==> config.mk <==
export PLATFORM = sky130hd
export DESIGN_NAME = sha256_stream_hasher
export DESIGN_NICKNAME = d
export VERILOG_FILES = /design/src/design/sha_pkg.sv /design/src/design/sha_ctrl.sv /design/src/design/sha_datapath.sv /design/src/design/sha256_stream_hasher.sv
export SDC_FILE = /design/constraint.sdc
export NUM_CORES = 2
export LEC_CHECK = 0
export BUFFER_PORTS_ARGS = -buffer_cell sky130_fd_sc_hd__buf_2
export CORE_MARGIN = 8
export CORE_UTILIZATION = 40
export CTS_BUF_LIST = sky130_fd_sc_hd__clkbuf_4 sky130_fd_sc_hd__clkbuf_8
export DETAILED_ROUTE_END_ITERATION = 7
export PLACE_DENSITY = 0.62
export SLEW_MARGIN = 20
export SYNTH_ARGS = -nofsm -noshare
export SYNTH_HDL_FRONTEND = slang
export SYNTH_SLANG_ARGS = --single-unit
==> constraint.sdc <==
create_clock -name clk_i -period 17.8 [get_ports clk_i]
set_input_delay 3.56 -clock clk_i [delete_from_list [all_inputs] [get_ports clk_i]]
set_output_delay 3.56 -clock clk_i [all_outputs]
set_load 0.1 [all_outputs]
==> src/design/sha_pkg.sv <==
package sha_pkg;

  typedef struct packed {
    logic [7:0] data_byte;
    logic       byte_present;
    logic       end_of_message;
  } in_item_t;

  typedef struct packed {
    logic [31:0] digest_word;
    logic [2:0]  word_index;
    logic        last_word;
  } out_item_t;

  // Controller states.
  typedef enum logic [2:0] {
    ST_IDLE,
    ST_COMPRESS,
    ST_PAD,
    ST_EMIT
  } state_e;

  // Commands from the controller to the datapath.
  typedef struct packed {
    logic absorb;      // write the input byte into the buffer
    logic start;       // load working variables and begin rounds
    logic round;       // run one round
    logic fold;        // add working variables into the hash
    logic pad_first;   // build the first padding block
    logic pad_len;     // build a length-only padding block
    logic emit_next;   // advance the digest word pointer
    logic restart;     // load the initial hash and clear counters
  } cmd_t;

  // Status from the datapath to the controller.
  typedef struct packed {
    logic block_full;  // the absorbed byte completes a block
    logic rounds_done; // the last round is running
    logic pad_two;     // padding needs two blocks
    logic last_emit;   // word seven is on the output
  } status_t;

  localparam int unsigned Rounds = 64;

  localparam logic [31:0] InitHash [8] = '{
    32'h6a09e667, 32'hbb67ae85, 32'h3c6ef372, 32'ha54ff53a,
    32'h510e527f, 32'h9b05688c, 32'h1f83d9ab, 32'h5be0cd19
  };

  localparam logic [31:0] RoundK [64] = '{
    32'h428a2f98, 32'h71374491, 32'hb5c0fbcf, 32'he9b5dba5,
    32'h3956c25b, 32'h59f111f1, 32'h923f82a4, 32'hab1c5ed5,
    32'hd807aa98, 32'h12835b01, 32'h243185be, 32'h550c7dc3,
    32'h72be5d74, 32'h80deb1fe, 32'h9bdc06a7, 32'hc19bf174,
    32'he49b69c1, 32'hefbe4786, 32'h0fc19dc6, 32'h240ca1cc,
    32'h2de92c6f, 32'h4a7484aa, 32'h5cb0a9dc, 32'h76f988da,
    32'h983e5152, 32'ha831c66d, 32'hb00327c8, 32'hbf597fc7,
    32'hc6e00bf3, 32'hd5a79147, 32'h06ca6351, 32'h14292967,
    32'h27b70a85, 32'h2e1b2138, 32'h4d2c6dfc, 32'h53380d13,
    32'h650a7354, 32'h766a0abb, 32'h81c2c92e, 32'h92722c85,
    32'ha2bfe8a1, 32'ha81a664b, 32'hc24b8b70, 32'hc76c51a3,
    32'hd192e819, 32'hd6990624, 32'hf40e3585, 32'h106aa070,
    32'h19a4c116, 32'h1e376c08, 32'h2748774c, 32'h34b0bcb5,
    32'h391c0cb3, 32'h4ed8aa4a, 32'h5b9cca4f, 32'h682e6ff3,
    32'h748f82ee, 32'h78a5636f, 32'h84c87814, 32'h8cc70208,
    32'h90befffa, 32'ha4506ceb, 32'hbef9a3f7, 32'hc67178f2
  };

  function automatic logic [31:0] ror(input logic [31:0] x, input int unsigned n);
    ror = (x >> n) | (x << (32 - n));
  endfunction

endpackage

==> src/design/sha_ctrl.sv <==
module sha_ctrl (
  input  logic             clk_i,
  input  logic             rst_ni,
  input  logic             in_valid_i,
  output logic             in_ready_o,
  input  sha_pkg::in_item_t in_data_i,
  output logic             out_valid_o,
  input  logic             out_ready_i,
  input  sha_pkg::status_t sts_i,
  output sha_pkg::cmd_t    cmd_o
);

  sha_pkg::state_e state_q, state_d;
  // Set while a compression belongs to padding; flags whether another pad block follows it.
  logic fin_q, fin_d;
  logic more_q, more_d;
  logic take;

  assign take = in_valid_i && in_ready_o;

  // Next state.
  always_comb begin
    state_d = state_q;
    fin_d   = fin_q;
    more_d  = more_q;
    case (state_q)
      sha_pkg::ST_IDLE: begin
        if (take) begin
          fin_d = in_data_i.end_of_message;
          if (in_data_i.byte_present && sts_i.block_full) begin
            state_d = sha_pkg::ST_COMPRESS;
            fin_d   = 1'b0;
            more_d  = in_data_i.end_of_message;
          end else if (in_data_i.end_of_message) begin
            state_d = sha_pkg::ST_PAD;
          end
        end
      end
      sha_pkg::ST_PAD: begin
        state_d = sha_pkg::ST_COMPRESS;
        fin_d   = 1'b1;
        more_d  = sts_i.pad_two;
      end
      sha_pkg::ST_COMPRESS: begin
        if (sts_i.rounds_done) begin
          if (fin_q && more_q) begin
            state_d = sha_pkg::ST_COMPRESS;
            more_d  = 1'b0;
          end else if (fin_q) begin
            state_d = sha_pkg::ST_EMIT;
          end else if (more_q) begin
            state_d = sha_pkg::ST_PAD;
          end else begin
            state_d = sha_pkg::ST_IDLE;
          end
        end
      end
      sha_pkg::ST_EMIT: begin
        if (out_ready_i && sts_i.last_emit) begin
          state_d = sha_pkg::ST_IDLE;
          fin_d   = 1'b0;
        end
      end
      default: state_d = sha_pkg::ST_IDLE;
    endcase
  end

  // Outputs.
  always_comb begin
    cmd_o       = '0;
    in_ready_o  = 1'b0;
    out_valid_o = 1'b0;
    case (state_q)
      sha_pkg::ST_IDLE: begin
        in_ready_o   = 1'b1;
        cmd_o.absorb = take && in_data_i.byte_present;
        cmd_o.start  = take && in_data_i.byte_present && sts_i.block_full;
      end
      sha_pkg::ST_PAD: begin
        cmd_o.pad_first = 1'b1;
        cmd_o.start     = 1'b1;
      end
      sha_pkg::ST_COMPRESS: begin
        cmd_o.round = 1'b1;
        cmd_o.fold  = sts_i.rounds_done;
        // Second padding block: length only, started in the same cycle as the fold.
        cmd_o.pad_len = sts_i.rounds_done && fin_q && more_q;
        cmd_o.start   = cmd_o.pad_len;
      end
      sha_pkg::ST_EMIT: begin
        out_valid_o     = 1'b1;
        cmd_o.emit_next = out_ready_i;
        cmd_o.restart   = out_ready_i && sts_i.last_emit;
      end
      default: ;
    endcase
  end

  always_ff @(posedge clk_i or negedge rst_ni) begin
    if (!rst_ni) begin
      state_q <= sha_pkg::ST_IDLE;
      fin_q   <= 1'b0;
      more_q  <= 1'b0;
    end else begin
      state_q <= state_d;
      fin_q   <= fin_d;
      more_q  <= more_d;
    end
  end

endmodule

==> src/design/sha_datapath.sv <==
module sha_datapath (
  input  logic              clk_i,
  input  logic              rst_ni,
  input  sha_pkg::in_item_t in_data_i,
  input  sha_pkg::cmd_t     cmd_i,
  output sha_pkg::status_t  sts_o,
  output sha_pkg::out_item_t out_data_o
);

  logic [5:0]  cnt_q;
  logic [63:0] bits_q;
  logic [31:0] hash_q [8];
  logic [31:0] w_q [16];
  logic [31:0] v_q [8];
  logic [5:0]  rnd_q;
  logic [2:0]  emit_q;

  logic [31:0] w_new, t1, t2, s0, s1, e, a;
  logic [31:0] blk_word [16];

  assign sts_o.block_full  = (cnt_q == 6'd63);
  assign sts_o.rounds_done = (rnd_q == 6'(sha_pkg::Rounds - 1));
  assign sts_o.pad_two     = (cnt_q > 6'd55);
  assign sts_o.last_emit   = (emit_q == 3'd7);

  assign out_data_o.digest_word = hash_q[emit_q];
  assign out_data_o.word_index  = emit_q;
  assign out_data_o.last_word   = (emit_q == 3'd7);

  // The schedule window doubles as the byte buffer; padding bytes replace
  // its contents at and after the fill point, or all of it for a length-only block.
  always_comb begin
    for (int i = 0; i < 16; i++) begin
      for (int j = 0; j < 4; j++) begin
        logic [7:0] b;
        b = w_q[i][31 - 8 * j -: 8];
        if (cmd_i.pad_len) begin
          b = 8'h00;
        end else if (cmd_i.pad_first) begin
          if (6'(4 * i + j) == cnt_q) begin
            b = 8'h80;
          end else if (6'(4 * i + j) > cnt_q) begin
            b = 8'h00;
          end
        end
        blk_word[i][31 - 8 * j -: 8] = b;
      end
    end
    // The bit length closes every padding block that has room for it.
    if (cmd_i.pad_len || (cmd_i.pad_first && cnt_q < 6'd56)) begin
      blk_word[14] = bits_q[63:32];
      blk_word[15] = bits_q[31:0];
    end
  end

  // Message schedule word and round function.
  always_comb begin
    s1    = sha_pkg::ror(w_q[14], 17) ^ sha_pkg::ror(w_q[14], 19) ^ (w_q[14] >> 10);
    s0    = sha_pkg::ror(w_q[1], 7) ^ sha_pkg::ror(w_q[1], 18) ^ (w_q[1] >> 3);
    w_new = (rnd_q < 6'd16) ? w_q[0] : s1 + w_q[9] + s0 + w_q[0];
    a     = v_q[0];
    e     = v_q[4];
    t1 = v_q[7] + (sha_pkg::ror(e, 6) ^ sha_pkg::ror(e, 11) ^ sha_pkg::ror(e, 25))
       + ((e & v_q[5]) ^ (~e & v_q[6])) + sha_pkg::RoundK[rnd_q] + w_new;
    t2 = (sha_pkg::ror(a, 2) ^ sha_pkg::ror(a, 13) ^ sha_pkg::ror(a, 22))
       + ((a & v_q[1]) ^ (a & v_q[2]) ^ (v_q[1] & v_q[2]));
  end

  // Schedule window: w_q[0] is the word of the current round while rnd_q is below 16,
  // and W[t-16] after that. Between blocks incoming bytes are written into it big-endian at the fill point.
  always_ff @(posedge clk_i) begin
    if (cmd_i.start) begin
      for (int i = 0; i < 16; i++) begin
        w_q[i] <= blk_word[i];
      end
    end else if (cmd_i.round) begin
      for (int i = 0; i < 15; i++) begin
        w_q[i] <= w_q[i + 1];
      end
      w_q[15] <= w_new;
    end
    if (cmd_i.absorb) begin
      w_q[cnt_q[5:2]][{~cnt_q[1:0], 3'b000} +: 8] <= in_data_i.data_byte;
    end
  end

  // Hash state, byte and bit counters, round and emit pointers.
  always_ff @(posedge clk_i or negedge rst_ni) begin
    if (!rst_ni) begin
      for (int i = 0; i < 8; i++) begin
        hash_q[i] <= sha_pkg::InitHash[i];
      end
      cnt_q  <= '0;
      bits_q <= '0;
      rnd_q  <= '0;
      emit_q <= '0;
    end else begin
      if (cmd_i.absorb) begin
        cnt_q  <= cnt_q + 6'd1;
        bits_q <= bits_q + 64'd8;
      end
      if (cmd_i.round) begin
        rnd_q <= rnd_q + 6'd1;
      end
      if (cmd_i.fold) begin
        hash_q[0] <= hash_q[0] + t1 + t2;
        hash_q[1] <= hash_q[1] + v_q[0];
        hash_q[2] <= hash_q[2] + v_q[1];
        hash_q[3] <= hash_q[3] + v_q[2];
        hash_q[4] <= hash_q[4] + v_q[3] + t1;
        hash_q[5] <= hash_q[5] + v_q[4];
        hash_q[6] <= hash_q[6] + v_q[5];
        hash_q[7] <= hash_q[7] + v_q[6];
      end
      if (cmd_i.emit_next) begin
        emit_q <= emit_q + 3'd1;
      end
      if (cmd_i.restart) begin
        for (int i = 0; i < 8; i++) begin
          hash_q[i] <= sha_pkg::InitHash[i];
        end
        cnt_q  <= '0;
        bits_q <= '0;
      end
    end
  end

  always_ff @(posedge clk_i) begin
    if (cmd_i.start) begin
      // The second pad block starts on the fold cycle, so it takes the new hash.
      if (cmd_i.fold) begin
        v_q[0] <= hash_q[0] + t1 + t2;
        v_q[1] <= hash_q[1] + v_q[0];
        v_q[2] <= hash_q[2] + v_q[1];
        v_q[3] <= hash_q[3] + v_q[2];
        v_q[4] <= hash_q[4] + v_q[3] + t1;
        v_q[5] <= hash_q[5] + v_q[4];
        v_q[6] <= hash_q[6] + v_q[5];
        v_q[7] <= hash_q[7] + v_q[6];
      end else begin
        for (int i = 0; i < 8; i++) begin
          v_q[i] <= hash_q[i];
        end
      end
    end else if (cmd_i.round) begin
      v_q[7] <= v_q[6];
      v_q[6] <= v_q[5];
      v_q[5] <= e;
      v_q[4] <= v_q[3] + t1;
      v_q[3] <= v_q[2];
      v_q[2] <= v_q[1];
      v_q[1] <= a;
      v_q[0] <= t1 + t2;
    end
  end

endmodule

==> src/design/sha256_stream_hasher.sv <==
// Channel | Direction | Handshake           | Payload
// in      | input     | in_valid_i/ready_o  | in_data_i  (sha_pkg::in_item_t)
// out     | output    | out_valid_o/ready_i | out_data_o (sha_pkg::out_item_t)
//
// A byte that does not complete a block is absorbed into the buffer. A full block
// then runs through the single round unit, one round per cycle.
// End of message adds a first padded block, sometimes a second, and then eight
// digest transfers. Reset loads the initial hash;
// out_ready_i low holds a word.
module sha256_stream_hasher (
  input  logic               clk_i,
  input  logic               rst_ni,
  input  logic               in_valid_i,
  output logic               in_ready_o,
  input  sha_pkg::in_item_t  in_data_i,
  output logic               out_valid_o,
  input  logic               out_ready_i,
  output sha_pkg::out_item_t out_data_o
);

  sha_pkg::cmd_t    cmd;
  sha_pkg::status_t sts;

  sha_ctrl u_ctrl (
    .clk_i, .rst_ni, .in_valid_i, .in_ready_o, .in_data_i,
    .out_valid_o, .out_ready_i, .sts_i(sts), .cmd_o(cmd)
  );

  sha_datapath u_dp (
    .clk_i, .rst_ni, .in_data_i, .cmd_i(cmd), .sts_o(sts), .out_data_o
  );

endmodule

======== After elaboration in Yosys (flattened, before gate mapping) ========
Memories as Yosys holds them, arrays and structs flattened.
Index checks and enable logic that the tools add are counted.
word-level totals
  memories ................................ 3
  bits in registers ....................... 340
  bits in read-only memories .............. 2048
  output and inout port bits .............. 38
  logic and storage cells ................. 610
  memory bits (writable) .................. 768
  input port bits ......................... 14
memories
  name             depth  width  rd ports  clocked after Yosys merged registers in  write ports  line                source
  (no name shown)  64     32     1         0                                        0            sha_datapath.sv:64  + ((e & v_q[5]) ^ (~e & v_q[6])) + sha_pkg::RoundK[rnd_q] + w_new;
  u_dp.w_q         16     32     16        0                                        17           sha_datapath.sv:13  logic [31:0] w_q [16];
  u_dp.v_q         8      32     8         0                                        8            sha_datapath.sv:14  logic [31:0] v_q [8];
operators by class
  bitwise operators ....................... 62
  add/sub/neg operators ................... 25
  reduce and logical (&&, ||, !) cells .... 19
  shift operators ......................... 2
  magnitude comparators ................... 69
  equality and inequality tests ........... 75
  mux-type cells .......................... 340
operator list
  operator                                             number
  two-way mux 8 bit                                    256
  two-way mux 32 bit                                   38
  adder 32 bit                                         20
  two-way mux 256 bit                                  2
  bitwise XOR 32 bit                                   9
  equality test 6 bit (first input constant)           32
  > comparator 6 bit (first input constant)            32
  two-way mux 64 bit                                   3
  bitwise AND 32 bit                                   5
  binary-select mux 32 bit (select 3 bit)              1
  equality test 5 x 6 -> 1 bit (first input constant)  16
  > comparator 5 x 6 -> 1 bit (first input constant)   16
  adder 64 x 4 -> 64 bit (second input constant)       1
  equality test 4 x 6 -> 1 bit (first input constant)  8
  > comparator 4 x 6 -> 1 bit (first input constant)   8
  inverter 32 bit                                      1
  OR 1 bit                                             32
  OR 10 x 32 -> 32 bit                                 1
  OR 13 x 32 -> 32 bit                                 1
  OR 14 x 32 -> 32 bit                                 1
  OR 15 x 32 -> 32 bit                                 1
  OR 19 x 32 -> 32 bit                                 1
  OR 21 x 32 -> 32 bit                                 1
  OR 25 x 32 -> 32 bit                                 1
  other kinds (45)                                     105

======== Depth between registers and ports, before layout ========
An unclocked memory read counts as a cell.
  depth in word-level cells ............... 13
  mapped depth ............................ 47
  mapped depth without buffers ............ 46

======== Cells and area by module ========
A second synthesis with hierarchy kept.
unflattened totals
  cell total of the unflattened synthesis .. 9040
  area total of the unflattened synthesis .. 82816.9 sq um
by module, submodules not included
  module        cells each  instances  sequential area each (sq um)  area an instance (sq um)
  sha_datapath  8995        1          31540.2                       82382.8
  sha_ctrl      45          1          100.1                         434.2

======== Worst setup path before layout ========
Ideal clock, no wire load.
  kind .................................... input port to flip-flop
  from .................................... input in_data_i[1] (netlist name)
  to ...................................... memory u_dp.w_q[9][24] (enable)
  data arrival time ....................... 9.703 ns
  path slack .............................. 7.713 ns
  setup time .............................. 0.384 ns
  stages .................................. 11
  path through ............................ and3_1 clkbuf_1 nand3_1 a21oi_1 clkbuf_1 nor2_1 inv_1 and2_1 clkbuf_1 a21oi_1 o21ai_0
RTL lines
  item         line                        source
  from (decl)  sha256_stream_hasher.sv:15  input sha_pkg::in_item_t in_data_i,
  to (decl)    sha_datapath.sv:13

==> metrics.md <==
| Metric | Value |
|---|---|
| Row count | `between 150 and 200` |
| Shortest period the worst path allows | `between 10 and 15 ns` |
| Setup repair after global routing missed its margin | `no` |
| Result of the run | `finished, violations left` |
| CTS Sinks | `around 1.1k` |
| Max-slew violations | `0` |
| Worst path arrival time | `around 13 ns` |
| Number of global-route vias before repair | `~70k` |
| Setup slack of the critical path after layout | `approximately 5.7 ns` |
| Final sum of negative setup slack | `0 ns` |
| Worst Setup Slack post-DPL | `6.07 ns` |
| Sequential share of the synthesized area | `38.4%` |
| Final net count | `between 9k and 10k` |
| PortBufs | `51` |
| Buffer type at the clock tree root | `sky130_fd_sc_hd__clkbuf_8` |
| Max Buffers Root-to-Sink | `3` |
| Total I/O pin count | `52` |
| Worst-margin pin slew | `about 1.2 ns` |
| DRC viols | `4` |
| Synthesized area divided by synthesized cell count | `about 9.1 um^2` |
| Worst max-slew margin expressed relative to the limit | `about a fifth` |
| Max cap viols | `0` |
| Wire length of the first global-routing pass | `between 400000 and 500000 um` |
| WP data required | `roughly 19 ns` |
| Clock-pin slew on the worst setup and hold paths | `~0.070 ns` |
| Hold Fails Final Rpt | `0` |
| Syn_nets | `slightly below 10k` |
| Maximum cell stage delay along the critical path | `0.74 ns` |
| Crit path launch | `u_dp.w_q[14][18]` |
| Maximum number of pins on one net before global-route repair | `roughly 230` |
| All-Layer GR Usage | `between 20% and 30%` |
| Number of antenna violations at the first check in global routing | `18` |
| # H-tree levels | `4` |
| Mapped Cells | `between 9k and 10k` |
| Total global routing overflow | `0` |
| TritonCTS clock tree | `done` |
| Min-Delay Path Class | `register to register` |
| Synthesis-to-finish area growth | `8.72%` |
| Number of DRC markers in iteration 0 | `about 8.0k` |
| WL per Instance | `between 20 and 30 um` |
| Clk Latency, worst-skew pair | `between 1 and 1.5 ns` |
| Worst Min Path Start | `u_dp.hash_q[78]` |
| Main synth FF type | `sky130_fd_sc_hd__edfxtp_1` |
| Die width | `about 470 um` |
| Placed wire-length estimate after detailed placement | `about 230000 um` |
| Number of buffers added for setup after CTS | `0` |
| Synth Warn # | `0` |
| Setup crit start kind | `register` |
| Via count normalized by instance count | `~6.1` |
| Async set or reset register ratio after synthesis | `30.4%` |
| Violations in the final reports | `design-rule violations` |
| Die boundary height | `between 400 and 500 um` |
| Number of buffers inserted by hold repair at cts | `0` |
| Number of flip-flops and latches in the synthesized netlist | `between 1k and 1.5k` |
| # setup viols final | `0` |
| Cell Area, Synth | `82500 um^2` |
| Achievable Freq | `approximately 0.083 GHz` |
| Effective utilization at floorplan | `between 40% and 50%` |
| Worst-path cell with the longest stage delay | `sky130_fd_sc_hd__a2111oi_0` |
| Most frequent standard cell in the layout excluding fill and tap cells | `sky130_fd_sc_hd__nand2_1` |
| Post-detailed-route count of antenna-violating nets | `0` |
| Number of detailed-routing iterations run before antenna repair | `8` |
| Area of the core | `~200000 um^2` |
| Category of the worst setup path capture point | `register` |
| Number of buffers created by CTS | `~210` |
| Count of cell types in the netlist | `92` |
| Final Util | `between 40% and 50%` |
| Count of vias placed by the detailed router | `approximately 70k` |
| Biggest fanout along the worst timing path | `6` |
| Type of the setup path with the least slack | `register to register` |
| Part of the cycle the worst path needs | `68.0%` |
| Share of final-layout standard cells stronger than drive strength 1 | `under 10%` |
| Overall die area | `around 220000 um^2` |
| Detailed-route wire length | `between 300000 and 400000 um` |
| Count of flip-flops with a built-in enable after synthesis | `between 700 and 800` |
| Quantity of gates resized following cts | `0` |
| Launching point of the worst reg2reg path | `u_dp.w_q[14][18]` |
| Worst Clk Skew | `0.0873 ns` |
| Final GP Congestion | `0.976` |
| Commonest cells after routing, fill and taps aside | `1143 x sky130_fd_sc_hd__nand2_1, 790 x sky130_fd_sc_hd__o21ai_0, 770 x sky130_fd_sc_hd__a21oi_1, 768 x sky130_fd_sc_hd__edfxtp_1, 624 x sky130_fd_sc_hd__nor2_1` |
| FF-to-FF setup slack | `between 5 and 6 ns` |
-- kinds of logic after synthesis --
family,after synthesis,share of synthesized area [%]
simple gates,2869,15.4
compound gates,2577,18.8
flops,1104,38.4
buf+inv,1010,4.61
fa+ha+maj,697,12.4
xor+xnor,679,7.26
mux,169,3.16
-- metal layers --
| layer | GRT usage, % | vias to the layer above | routed length [um] | share of wire (%) |
|---|---|---|---|---|
| met5 | 0 | - | 29 | 0.0095 |
| met4 | 15.6 | 4 | 21200 | 6.9 |
| met2 | 43.9 | 3185 | 143000 | 47 |
| met3 | 4.74 | 809 | 22900 | 7.5 |
| met1 | 32.6 | 35100 | 119000 | 39 |
| li1 | - | 32400 | - | - |
-- cell usage after synthesis, types with 13 or more instances --
cell type	n	area, um^2
sky130_fd_sc_hd__o21a_1	47	353
sky130_fd_sc_hd__inv_1	438	1640
sky130_fd_sc_hd__a221oi_1	39	342
sky130_fd_sc_hd__a31oi_1	177	1110
sky130_fd_sc_hd__xor2_1	202	1770
sky130_fd_sc_hd__a2111oi_0	15	131
sky130_fd_sc_hd__maj3_1	33	330
sky130_fd_sc_hd__xnor2_1	473	4140
sky130_fd_sc_hd__o22ai_1	23	144
sky130_fd_sc_hd__nor4_1	28	175
sky130_fd_sc_hd__mux2i_1	57	571
sky130_fd_sc_hd__nor3_1	124	621
sky130_fd_sc_hd__nor2b_1	51	319
sky130_fd_sc_hd__ha_1	457	5720
sky130_fd_sc_hd__o21bai_1	43	323
sky130_fd_sc_hd__edfxtp_1	768	23100
sky130_fd_sc_hd__nand2b_1	63	394
sky130_fd_sc_hd__nand3_1	570	2850
sky130_fd_sc_hd__a21oi_1	771	3860
sky130_fd_sc_hd__a22oi_1	44	330
sky130_fd_sc_hd__mux2_2	43	484
sky130_fd_sc_hd__a21boi_0	16	120
sky130_fd_sc_hd__a41oi_1	16	140
sky130_fd_sc_hd__buf_1	50	188
sky130_fd_sc_hd__mux4_2	69	1550
sky130_fd_sc_hd__and2_1	29	181
sky130_fd_sc_hd__fa_1	207	4140
sky130_fd_sc_hd__nor2_1	629	2360
sky130_fd_sc_hd__o211ai_1	125	938
sky130_fd_sc_hd__o31ai_1	28	210
sky130_fd_sc_hd__clkbuf_1	516	1940
sky130_fd_sc_hd__or3_1	49	307
sky130_fd_sc_hd__o21ai_0	824	4120
sky130_fd_sc_hd__or2_2	22	138
sky130_fd_sc_hd__and3_1	72	450
sky130_fd_sc_hd__a211oi_1	69	518
sky130_fd_sc_hd__o221ai_1	13	114
sky130_fd_sc_hd__nand2_1	1147	4310
sky130_fd_sc_hd__dfstp_2	136	3570
sky130_fd_sc_hd__a21o_1	173	1300
sky130_fd_sc_hd__nand4_1	35	219
sky130_fd_sc_hd__a32o_1	15	150
sky130_fd_sc_hd__dfrtp_1	200	5000
sky130_fd_sc_hd__o41ai_1	13	114
-- state kept, by name (all words and copies together) (netlist names) --
register        flops
u_ctrl.more_q       1
u_dp.emit_q         3
u_dp.hash_q       256
u_dp.v_q          256
u_dp.w_q          512
u_ctrl.state_q      2
u_dp.bits_q        61
u_dp.rnd_q          6
u_ctrl.fin_q        1
u_dp.cnt_q          6
-- worst max-delay path, delay by kind of cell (launching register included) --
family / cells / cell delay [ns]
flip-flops: 1 / 0.51
AND/OR/NAND/NOR: 7 / 1.17
buffers and inverters: 3 / 0.14
XOR/XNOR: 6 / 1.62
AO/OA/AOI/OAI: 17 / 4.89
adder cells (fa/ha/maj): 8 / 3.51
-- per-stage QoR --
stage / hold WS (ns) / std cells / area [um^2]
after floorplan: 0.477 / 9105 / 82500
after global placement: 0.487 / 11400 / 85200
after detailed placement: 0.499 / 11400 / 85200
after CTS: 0.508 / 11800 / 89600
after global routing: 0.523 / 11800 / 89600
final: 0.505 / 11800 / 89600
-- worst paths after layout --
path / end / cells after the start
max: u_dp.v_q[0][31] / 41
min: u_dp.hash_q[78] / 2
max reg2reg: u_dp.v_q[0][31] / 41
min reg2reg: u_dp.hash_q[78] / 2
max in group asynchronous: u_dp.hash_q[186] / 3
min in group asynchronous: u_dp.hash_q[134] / 1
-- final cells by class --
type	count	area, um^2
Tap cell	2688	3360
Sequential cell	1104	31700
Multi-Input combinational cell	6991	47100
Fill cell	19800	115000
Clock inverter	83	712
Antenna cell	11	27.5
Clock buffer	298	3630
Timing Repair Buffer	196	1460
Inverter	441	1660
Power is not shown: default switching activity piles up to over one toggle a cycle in this logic, so the estimate is an artifact.
